File: config.mk
export PLATFORM = sky130hd
export DESIGN_NAME = keyed_unread_counter_table_unit
export DESIGN_NICKNAME = d
export VERILOG_FILES = /design/src/rtl/core/kuct_pkg.sv /design/src/rtl/core/keyed_unread_counter_table_unit.sv /design/src/rtl/core/kuct_slot_store.sv
export SDC_FILE = /design/constraint.sdc
export NUM_CORES = 2
export LEC_CHECK = 0
export BUFFER_PORTS_ARGS = -buffer_cell sky130_fd_sc_hd__buf_4
export CAP_MARGIN = 25
export CORE_MARGIN = 2
export CORE_UTILIZATION = 30
export CTS_CLUSTER_DIAMETER = 100
export DETAILED_ROUTE_END_ITERATION = 16
export GPL_TIMING_DRIVEN = 0
export PLACE_DENSITY = 0.42
export SLEW_MARGIN = 20
export SYNTH_ARGS = -nofsm -noshare
export SYNTH_HDL_FRONTEND = slang
export SYNTH_SLANG_ARGS = --single-unit
File: constraint.sdc
create_clock -name clk -period 10.9 [get_ports clk]
set_input_delay 0.545 -clock clk [delete_from_list [all_inputs] [get_ports clk]]
set_output_delay 0.545 -clock clk [all_outputs]
set_load 0.03 [all_outputs]
File: src/rtl/core/kuct_pkg.sv
// kuct_pkg: shared types and constants for the keyed unread counter table
// no dependencies; imported by kuct_slot_store, keyed_unread_counter_table_unit, kuct_checker and the bench
package kuct_pkg;

  // fixed field widths of the request and result words
  localparam int KEY_BITS       = 48;
  localparam int OUT_COUNT_BITS = 16;
  localparam int TOTAL_BITS     = 21;

  // parameter defaults
  localparam int SLOTS_DEF      = 24;
  localparam int COUNT_BITS_DEF = 16;

  localparam logic [OUT_COUNT_BITS-1:0] OUT_COUNT_MAX = '1;
  localparam logic [TOTAL_BITS-1:0]     TOTAL_MAX     = '1;

  typedef enum logic [1:0] {
    REQ_BUMP  = 2'd0,
    REQ_CLEAR = 2'd1,
    REQ_GET   = 2'd2,
    REQ_TOTAL = 2'd3
  } req_type_t;

endpackage

File: src/rtl/core/keyed_unread_counter_table_unit.sv
// keyed_unread_counter_table_unit: top level of the keyed unread counter table
// depends on kuct_pkg and kuct_slot_store
//
//  channel | ports                                   | direction | word
//  --------+-----------------------------------------+-----------+------------------------------
//  in      | in_valid, in_stall, in_req_type, in_key | to block  | one request (type, 48b key)
//  out     | out_valid, out_stall, out_count,        | from block| one result per request
//          | out_total, out_dropped                  |           |
//
//  requests are handled one at a time: the next accept waits until the current result is loaded,
//  as the single key comparator walks the slot memory one slot per cycle
//  reset clears the live bits and the running sum; slot memories need no clearing pass
//  in_stall is high from accept until the result word is loaded into the output register
//  a result word waiting on out_stall does not block the next request from starting,
//  but that request holds in its output step until the waiting word is taken
module keyed_unread_counter_table_unit
  import kuct_pkg::*;
#(
  parameter int SLOTS      = SLOTS_DEF,
  parameter int COUNT_BITS = COUNT_BITS_DEF
) (
  input  logic                      clk,
  input  logic                      rst_n,
  input  logic                      in_valid,
  output logic                      in_stall,
  input  logic [1:0]                in_req_type,
  input  logic [KEY_BITS-1:0]       in_key,
  output logic                      out_valid,
  input  logic                      out_stall,
  output logic [OUT_COUNT_BITS-1:0] out_count,
  output logic [TOTAL_BITS-1:0]     out_total,
  output logic                      out_dropped
);

  // slot index width and exact sum width (no overflow at any parameter value)
  localparam int IDX_W = (SLOTS > 1) ? $clog2(SLOTS) : 1;
  localparam int SUM_W = COUNT_BITS + $clog2(SLOTS + 1);
  // widths used to saturate results onto the fixed output fields
  localparam int CW    = (COUNT_BITS > OUT_COUNT_BITS) ? COUNT_BITS : OUT_COUNT_BITS;
  localparam int TW    = (SUM_W > TOTAL_BITS) ? SUM_W : TOTAL_BITS;
  localparam logic [IDX_W-1:0] LAST_IDX = IDX_W'(SLOTS - 1);

  typedef enum logic [3:0] {
    S_IDLE = 4'b0001,  // waiting for a request
    S_SCAN = 4'b0010,  // walking the slots through the comparator
    S_UPD  = 4'b0100,  // applying the bump and forming the result
    S_OUT  = 4'b1000   // handing the result to the output register
  } state_t;

  // control state
  state_t              state_r, state_nxt;
  logic [IDX_W-1:0]    idx_r, idx_nxt;          // read address being issued
  logic                issue_r, issue_nxt;      // still issuing slot reads
  logic                cmp_vld_r, cmp_vld_nxt;  // compare stage holds a slot
  logic [IDX_W-1:0]    cmp_idx_r;
  logic [SLOTS-1:0]    live_r, live_nxt;        // slot has a nonzero counter
  logic [SUM_W-1:0]    sum_r, sum_nxt;          // exact sum of all counters
  logic                out_valid_r, out_valid_nxt;

  // request and scan results
  req_type_t           req_r;
  logic [KEY_BITS-1:0] key_r;
  logic                mf_r, mf_nxt;            // live slot with matching key seen
  logic [IDX_W-1:0]    midx_r, midx_nxt;
  logic [COUNT_BITS-1:0] mcnt_r, mcnt_nxt;
  logic                ff_r, ff_nxt;            // free slot seen
  logic [IDX_W-1:0]    fidx_r, fidx_nxt;
  logic [COUNT_BITS-1:0] res_cnt_r, res_cnt_nxt;
  logic                drop_r, drop_nxt;

  // output register
  logic [OUT_COUNT_BITS-1:0] out_count_r;
  logic [TOTAL_BITS-1:0]     out_total_r;
  logic                      out_dropped_r;

  // slot store ports
  logic [KEY_BITS-1:0]   rd_key;
  logic [COUNT_BITS-1:0] rd_cnt;
  logic                  key_we, cnt_we;
  logic [IDX_W-1:0]      wr_addr;
  logic [COUNT_BITS-1:0] wr_cnt;

  logic                  accept;
  logic                  load_out;
  logic                  slot_live;
  logic                  slot_hit;
  logic [CW-1:0]         cnt_ext;
  logic [TW-1:0]         tot_ext;

  kuct_slot_store #(
    .SLOTS      (SLOTS),
    .COUNT_BITS (COUNT_BITS),
    .IDX_W      (IDX_W)
  ) u_store (
    .clk     (clk),
    .rd_addr (idx_r),
    .rd_key  (rd_key),
    .rd_cnt  (rd_cnt),
    .key_we  (key_we),
    .cnt_we  (cnt_we),
    .wr_addr (wr_addr),
    .wr_key  (key_r),
    .wr_cnt  (wr_cnt)
  );

  assign in_stall = (state_r != S_IDLE);
  assign accept   = in_valid && (state_r == S_IDLE);

  // the shared comparator: one slot per cycle, in the cycle after its read address is issued
  assign slot_live = live_r[cmp_idx_r];
  assign slot_hit  = slot_live && (rd_key == key_r);

  always_comb begin
    state_nxt     = state_r;
    idx_nxt       = idx_r;
    issue_nxt     = issue_r;
    cmp_vld_nxt   = 1'b0;
    live_nxt      = live_r;
    sum_nxt       = sum_r;
    out_valid_nxt = out_valid_r && out_stall;
    mf_nxt        = mf_r;
    midx_nxt      = midx_r;
    mcnt_nxt      = mcnt_r;
    ff_nxt        = ff_r;
    fidx_nxt      = fidx_r;
    res_cnt_nxt   = res_cnt_r;
    drop_nxt      = drop_r;
    key_we        = 1'b0;
    cnt_we        = 1'b0;
    wr_addr       = '0;
    wr_cnt        = '0;
    load_out      = 1'b0;

    case (state_r)
      S_IDLE: begin
        if (in_valid) begin
          state_nxt = S_SCAN;
          idx_nxt   = '0;
          issue_nxt = 1'b1;
          mf_nxt    = 1'b0;
          ff_nxt    = 1'b0;
        end
      end
      S_SCAN: begin
        if (issue_r) begin
          cmp_vld_nxt = 1'b1;
          if (idx_r == LAST_IDX) begin
            issue_nxt = 1'b0;
          end else begin
            idx_nxt = idx_r + 1'b1;
          end
        end else if (!cmp_vld_r) begin
          state_nxt = S_UPD;
        end
      end
      S_UPD: begin
        res_cnt_nxt = '0;
        drop_nxt    = 1'b0;
        state_nxt   = S_OUT;
        case (req_r)
          REQ_BUMP: begin
            if (mf_r) begin
              // saturating increment of the matching slot
              if (&mcnt_r) begin
                res_cnt_nxt = mcnt_r;
              end else begin
                cnt_we      = 1'b1;
                wr_addr     = midx_r;
                wr_cnt      = mcnt_r + 1'b1;
                res_cnt_nxt = mcnt_r + 1'b1;
                sum_nxt     = sum_r + 1'b1;
              end
            end else if (ff_r) begin
              // claim the lowest free slot
              key_we           = 1'b1;
              cnt_we           = 1'b1;
              wr_addr          = fidx_r;
              wr_cnt           = COUNT_BITS'(1);
              live_nxt[fidx_r] = 1'b1;
              res_cnt_nxt      = COUNT_BITS'(1);
              sum_nxt          = sum_r + 1'b1;
            end else begin
              drop_nxt = 1'b1;
            end
          end
          REQ_GET: begin
            if (mf_r) begin
              res_cnt_nxt = mcnt_r;
            end
          end
          REQ_CLEAR: begin
            // slots were already retired during the scan
          end
          REQ_TOTAL: begin
          end
          default: begin
          end
        endcase
      end
      S_OUT: begin
        if (!out_valid_r || !out_stall) begin
          load_out      = 1'b1;
          out_valid_nxt = 1'b1;
          state_nxt     = S_IDLE;
        end
      end
      default: begin
        state_nxt = S_IDLE;
      end
    endcase

    // compare stage, only active while scanning
    if (cmp_vld_r) begin
      if (slot_hit && !mf_r) begin
        mf_nxt   = 1'b1;
        midx_nxt = cmp_idx_r;
        mcnt_nxt = rd_cnt;
      end
      if (!slot_live && !ff_r) begin
        ff_nxt   = 1'b1;
        fidx_nxt = cmp_idx_r;
      end
      if (slot_hit && (req_r == REQ_CLEAR)) begin
        live_nxt[cmp_idx_r] = 1'b0;
        sum_nxt             = sum_r - SUM_W'(rd_cnt);
      end
    end
  end

  // saturate onto the fixed result fields
  assign cnt_ext = CW'(res_cnt_r);
  assign tot_ext = TW'(sum_r);

  always_ff @(posedge clk) begin
    if (!rst_n) begin
      state_r     <= S_IDLE;
      idx_r       <= '0;
      issue_r     <= 1'b0;
      cmp_vld_r   <= 1'b0;
      live_r      <= '0;
      sum_r       <= '0;
      out_valid_r <= 1'b0;
    end else begin
      state_r     <= state_nxt;
      idx_r       <= idx_nxt;
      issue_r     <= issue_nxt;
      cmp_vld_r   <= cmp_vld_nxt;
      live_r      <= live_nxt;
      sum_r       <= sum_nxt;
      out_valid_r <= out_valid_nxt;
    end
  end

  always_ff @(posedge clk) begin
    cmp_idx_r <= idx_r;
    mf_r      <= mf_nxt;
    midx_r    <= midx_nxt;
    mcnt_r    <= mcnt_nxt;
    ff_r      <= ff_nxt;
    fidx_r    <= fidx_nxt;
    res_cnt_r <= res_cnt_nxt;
    drop_r    <= drop_nxt;
    if (accept) begin
      req_r <= req_type_t'(in_req_type);
      key_r <= in_key;
    end
    if (load_out) begin
      out_count_r   <= (cnt_ext > CW'(OUT_COUNT_MAX)) ? OUT_COUNT_MAX
                                                       : cnt_ext[OUT_COUNT_BITS-1:0];
      out_total_r   <= (tot_ext > TW'(TOTAL_MAX)) ? TOTAL_MAX : tot_ext[TOTAL_BITS-1:0];
      out_dropped_r <= drop_r;
    end
  end

  assign out_valid   = out_valid_r;
  assign out_count   = out_count_r;
  assign out_total   = out_total_r;
  assign out_dropped = out_dropped_r;

  // a dropped bump never reports a count
  a_drop_zero_count: assert property (@(posedge clk) disable iff (!rst_n)
    out_valid && out_dropped |-> out_count == '0)
    else $error("dropped word carries a nonzero count");

  // every live slot holds at least one, so the sum covers the live slot count
  a_sum_covers_live: assert property (@(posedge clk) disable iff (!rst_n)
    sum_r >= SUM_W'($countones(live_r)))
    else $error("running sum below live slot count");

  // a key is only written into a slot that is free
  a_claim_free_slot: assert property (@(posedge clk) disable iff (!rst_n)
    key_we |-> !live_r[wr_addr])
    else $error("key written into a live slot");

  // the update step always hands off to the output step
  a_upd_to_out: assert property (@(posedge clk) disable iff (!rst_n)
    state_r == S_UPD |=> state_r == S_OUT)
    else $error("update step did not move to output");

  // the compare stage only runs during a scan
  a_cmp_in_scan: assert property (@(posedge clk) disable iff (!rst_n)
    cmp_vld_r |-> state_r == S_SCAN)
    else $error("compare stage active outside scan");

endmodule

File: src/rtl/core/kuct_slot_store.sv
// kuct_slot_store: slot key and counter memories, one read and one write port each
// depends on kuct_pkg (key width)
module kuct_slot_store
  import kuct_pkg::*;
#(
  parameter int SLOTS      = SLOTS_DEF,
  parameter int COUNT_BITS = COUNT_BITS_DEF,
  parameter int IDX_W      = (SLOTS > 1) ? $clog2(SLOTS) : 1
) (
  input  logic                  clk,
  input  logic [IDX_W-1:0]      rd_addr,
  output logic [KEY_BITS-1:0]   rd_key,
  output logic [COUNT_BITS-1:0] rd_cnt,
  input  logic                  key_we,
  input  logic                  cnt_we,
  input  logic [IDX_W-1:0]      wr_addr,
  input  logic [KEY_BITS-1:0]   wr_key,
  input  logic [COUNT_BITS-1:0] wr_cnt
);

  logic [KEY_BITS-1:0]   key_mem [SLOTS];
  logic [COUNT_BITS-1:0] cnt_mem [SLOTS];

  always_ff @(posedge clk) begin
    if (key_we) begin
      key_mem[wr_addr] <= wr_key;
    end
    rd_key <= key_mem[rd_addr];
  end

  always_ff @(posedge clk) begin
    if (cnt_we) begin
      cnt_mem[wr_addr] <= wr_cnt;
    end
    rd_cnt <= cnt_mem[rd_addr];
  end

endmodule

# ---- Word-level counts from Yosys, hierarchy flattened
# Memories as Yosys holds them, arrays and structs flattened. A register that Yosys moved wholly into a read port is not among the register bits.
# Cells that the tools add are included.
dict set report word_totals {
  memories 2
  reg_bits 195
  ramBits 1536
}
dict set report op_classes {
  add_sub_neg 4
  eq_ne 15
  muxes 72
  n_lt_le_gt_ge 6
  reduce_logical 24
  bitwise_logic 4
}
# memory depth word_bits rd rd_clocked_by_memory_dff write_ports line
set memory_table {}
lappend memory_table {u_store.key_mem 24 48 1 1 1 kuct_slot_store.sv:21} ;# logic [KEY_BITS-1:0] key_mem [SLOTS];
lappend memory_table {u_store.cnt_mem 24 16 1 1 1 kuct_slot_store.sv:22} ;# logic [COUNT_BITS-1:0] cnt_mem [SLOTS];
# op count
set ops {}
lappend ops {{2-to-1 mux 21 bit} 7}
lappend ops {{2-to-1 mux 24 bit} 6}
lappend ops {{2-to-1 mux 16 bit} 7}
lappend ops {{== test 48 bit} 1}
lappend ops {{2-to-1 mux 5 bit} 8}
lappend ops {{2-to-1 mux 1 bit} 33}
lappend ops {{case mux 16 bit (2 select lines)} 1}
lappend ops {{bitwise AND 24 bit} 1}
lappend ops {{inverter 24 bit} 1}
lappend ops {{bitwise OR 24 bit} 1}
lappend ops {{adder 21 x 1 -> 21 bit, second input constant} 1}
lappend ops {{> comparator 21 bit, second input constant} 1}
lappend ops {{subtractor 21 x 16 -> 21 bit} 1}
lappend ops {{adder 16 x 1 -> 16 bit, second input constant} 1}
lappend ops {{> comparator 16 bit, second input constant} 1}
lappend ops {{2-to-1 mux 4 bit} 4}
lappend ops {{case mux 4 bit (4 select lines)} 1}
lappend ops {{AND reduction 16 bit} 1}
lappend ops {{< comparator 5 x 6 -> 1 bit, second input constant} 2}
lappend ops {{inequality test 2 bit, second input constant} 6}
lappend ops {{demux 1 bit (select 5 bit)} 2}
lappend ops {{>= comparator 5 x 1 -> 1 bit, second input constant} 2}
lappend ops {{case mux 5 bit (2 select lines)} 1}
lappend ops {{logical AND 1 bit} 8}
lappend ops {{other kinds (19)} 27}

# ---- Longest topological paths before layout
dict set report logic_depth {
  ltp_word 12
  ltp_mapped 11
  mapped_depth_nobuf 11
}

# ---- By module
# Synthesis repeated with hierarchy kept, for this count alone.
dict set report hier_totals {
  hier_cells 3938
  hier_area_um2 69834.5
}
# module cells_per_inst seq_area_each_um2 area_per_inst_um2 instances
set by_module_without_submodules {}
lappend by_module_without_submodules {kuct_slot_store 3085 47405.5 60416.7 1}
lappend by_module_without_submodules {keyed_unread_counter_table_unit 853 5215.0 9417.8 1}

# ---- Least setup slack after synthesis
# OpenSTA, ideal clock, no wires.
dict set report synth_timing {
  path_type {reg2reg}
  start {register mcnt_r[0]}
  end {memory u_store.key_mem[16][0], enable pin}
  required_ns 10.446
  stages_incl_launch_ff 11
  path_slack_ns 6.255
  arrival_time_ns 4.191
  path_cell_list {edfxtp_1 > ha_1 > nand4_4 > nor4_4 > and2_4 > inv_4 > a31oi_4 > nor2_2 > or3_4 > buf_6 > nor2_1}
}
dict set report synth_between {
  elab_chain_cells 5
}
# element line
set synth_rtl {}
lappend synth_rtl {{start: declaration} keyed_unread_counter_table_unit.sv:65} ;# logic [COUNT_BITS-1:0] mcnt_r, mcnt_nxt;
lappend synth_rtl {{start signal: assignment} keyed_unread_counter_table_unit.sv:258} ;# mcnt_r <= mcnt_nxt;
lappend synth_rtl {{AND reduction 16 bit} keyed_unread_counter_table_unit.sv:164} ;# if (&mcnt_r) begin
lappend synth_rtl {{2-to-1 mux 5 bit} keyed_unread_counter_table_unit.sv:164}
lappend synth_rtl {{2-to-1 mux 5 bit} keyed_unread_counter_table_unit.sv:162} ;# if (mf_r) begin
lappend synth_rtl {{2-to-1 mux 5 bit} keyed_unread_counter_table_unit.sv:160} ;# case (req_r)
lappend synth_rtl {{2-to-1 mux 5 bit} keyed_unread_counter_table_unit.sv:134} ;# case (state_r)
lappend synth_rtl {{end: declaration} kuct_slot_store.sv:21}
# Every way passes these cells.

==> results.yml <==
critical_path:
  path_max_fanout: 10
  worstPathCellList: "buf_2 -> buf_2 -> buf_2 -> clkbuf_2 -> buf_2 -> mux4_2 -> mux2i_1 -> a21oi_1"
  cp_common_cell: "buf_2"
  r2r-end: "u_store.rd_key[36]$_DFF_P_"
  cp.required_ns: 11.56
  crit_slowest_cell: "buf_2"
  max_stage_delay_ns: 0.70
  path_class: "flop to flop"
  critPathLaunchType: "flop"
  worstSetupEndpointType: "flop"
  r2r_slack_ns: 6.32
  reg2reg_depth: 8
  worstReg2RegStart: "idx_r[0]$_SDFFE_PN0P_"
  cp_data_arrival_time_ns: 5.24
  setup.worst_path.start: "idx_r[0]$_SDFFE_PN0P_"
synthesis:
  ys_types: 75
  syn-mean-instance-area_um2: 21.1
  synth_seq_cells: 1795
  synthArstFlopShare: 0
  syn-cell-area_um2: 68800
  syn_nets: 3343
  ys_warn_count: 0
  synth_top_area_share: 0.727
  yosysTopAreaCell: "edfxtp_1"
  synth_edf_count: 1667
  netlist_instances: 3268
  synth_area_leaders: "edfxtp_1, mux4_2, dfxtp_1"
  yosys-top-cells-count: "edfxtp_1, mux4_2, nor2_1"
  synth_seq_area_share: 0.765
  yosysMostFrequentCell: "edfxtp_1"
  synthFlopType: "edfxtp_1"
pwr:
  power_uw: 15000
  power.density_nw_per_um2: 182
  leakagePower_uw: 0.0248
  ir_drop_uv: 170
die:
  fp-row-count: 175
  start_util: 0.302
  die_x_um: 483
  die_y_um: 483
  dieArea_um2: 233000
  core_um2: 228000
  ios: 94
finish:
  area.growth.synth_to_final_pct: 20.0
  layout-drive-gt1-share: 0.279
  final_cells: 6891
  final_nets: 3795
place:
  dp_hpwl_mm: 126
  dp_cells: 6480
  gp_congestion: 0.762
  dp_worst_setup_slack_ns: 6.16
  portBuffers: 93
global_route:
  grt_start_max_net_pins: 38
  antenna_found_initial: 11
  grt_pass1_wl_mm: 269
  grt_usage: 0.163
  grt_overflow: 0
  grt_pass1_vias: 35013
clock_tree:
  clockBufferDepth: 3
  insertion_delay_ns: 0.84
  clk_pin_slew_ns: 0.06
  cts-root-buf: "clkbuf_16"
  cts_buffers: 194
  cts.htree.levels: 4
  cts_tree: "built"
  clock-sinks: 1795
route:
  dr.pass1.iters: 7
  drcViolationCount: 0
  wire_per_inst_um: 27.5
  ant_nets: 0
  route.vias.total: 33540
  wirelength_mm: 189
  drt_iter0_drc: 3138
  vias_per_cell: 4.87
timing:
  hold_viol: 0
  max_freq_mhz: 218
  tightest_slew_ns: 1.13
  setup_viol: 0
  fin_crit_ns: 4.58
  slew_viol_final: 0
  slew_headroom: 0.246
  tns_ns: 0
  rsz0062_at_grt: "no"
  finClkSkew_ns: 0.0569
  post-route-period-util: 0.420
  setup_slack_ns: 6.32
hold_path:
  worstHoldPathType: "input pin to flop"
  whs_path_depth: 3
  hold_end: "out_valid$_SDFF_PN0_"
  worstHoldStart: "out_stall"
run:
  maxCapViolations: 0
outcome:
  status: "finished clean"
==> layout make-up <==
class                      instances  area, µm²
inverter                          34        136
buffer                           166        733
antenna                            2       5.00
clock buffer                     261       5260
tap                             3009       3760
timing repair buffer             256       3480
sequential                      1795      52600
fill                           20988     145000
clock inverter                    95        825
multi-input combinational       1273      15800
==> power breakdown <==
| part | switching (µW) | total [µW] | internal, µW |
|---|---|---|---|
| sequential | 120 | 7700 | 7580 |
| combinational | 540 | 994 | 454 |
| clock | 2740 | 6350 | 3610 |
==> metal layers <==
| metal | part of all wire | track usage | up-vias |
|---|---|---|---|
| met5 | 0.00012 | 0 | - |
| met1 | 0.46 | 0.231 | 18116 |
| li1 | - | - | 14386 |
| met2 | 0.47 | 0.260 | 779 |
| met4 | 0.023 | 0.0421 | 4 |
| met3 | 0.043 | 0.0268 | 255 |
==> through the flow <==
step,utilization,hold slack [ns],instance area [µm²]
6_report,0.363,0.123,82600
3_5_place_dp,0.334,0.369,76000
2_1_floorplan,-,0.329,68800
3_3_place_gp,0.322,0.360,73300
4_1_cts,0.363,0.0541,82600
5_1_grt,0.363,0.140,82600
==> worst max-delay path, delay by kind of cell (launching register included) <==
family / cells / cell delay (ns)
multiplexers: 2 / 0.88
buffers and inverters: 5 / 2.92
AO/OA/AOI/OAI: 1 / 0.16
flip-flops: 1 / 0.37
==> sequential cells by signal, summed over array words and instances, names as in the netlist <==
signal	cells
u_store.key_mem	1152
u_store.cnt_mem	384
key_r	48
u_store.rd_key	48
live_r	24
out_total	21
sum_r	21
cnt_ext	16
mcnt_r	16
out_count	16
u_store.rd_cnt	16
cmp_idx_r	5
fidx_r	5
idx_r	5
midx_r	5
state_r	4
req_r	2
cmp_vld_r	1
drop_r	1
ff_r	1
issue_r	1
mf_r	1
out_dropped	1
out_valid	1
==> logic make-up (layout without fill, tap and decap cells) <==
kind of cell / count (synthesis) / count (layout) / share of synthesized area
AO/OA/AOI/OAI: 217 / 217 / 0.0185
XOR/XNOR: 92 / 92 / 0.0117
adder cells (fa/ha/maj): 21 / 21 / 0.00393
buffers and inverters: 200 / 812 / 0.0121
flip-flops: 1795 / 1795 / 0.765
multiplexers: 529 / 529 / 0.160
other: 0 / 2 / 0
AND/OR/NAND/NOR: 414 / 414 / 0.0297
==> how the worst max path moves through the flow <==
| stage | to | depth (start not counted) | slack, ns |
|---|---|---|---|
| 3_3_place_gp | u_store.key_mem[5][14]$_DFFE_PP_ | 8 | 2.10 |
| 5_1_grt | u_store.rd_key[42]$_DFF_P_ | 8 | 6.08 |
| 6_report | u_store.rd_key[36]$_DFF_P_ | 8 | 6.32 |
| 2_1_floorplan | u_store.key_mem[16][0]$_DFFE_PP_ | 10 | 6.26 |
| 3_5_place_dp | u_store.rd_key[36]$_DFF_P_ | 8 | 6.16 |
| 4_1_cts | mcnt_r[2]$_DFFE_PP_ | 6 | 6.13 |
==> cells in the final DEF, fill, tap and decap left out, types with 22 or more instances in the layout <==
cell / synthesis / final
a21oi_1: 113 / 111
buf_12: 0 / 44
buf_16: 0 / 38
buf_2: 28 / 40
buf_4: 4 / 101
buf_6: 2 / 22
clkbuf_1: 102 / 142
clkbuf_16: 0 / 198
clkinv_1: 0 / 42
clkinv_2: 1 / 26
dfxtp_1: 128 / 128
dlygate4sd3_1: 0 / 51
edfxtp_1: 1667 / 1667
inv_1: 32 / 31
mux2i_1: 73 / 73
mux4_2: 454 / 454
nand2_1: 66 / 66
nor2_1: 196 / 136
nor2_4: 1 / 44
o21ai_0: 43 / 42
xnor2_1: 66 / 66
xor2_1: 26 / 26
==> timing repair <==
action / in CTS / in global routing
gates resized for setup: 0 / 0
buffers inserted: 0 / 0
hold buffers: 51 / 0
endpoints found under the hold margin: 51 / 0
No activity file was read; power rests on OpenSTA's default activity.
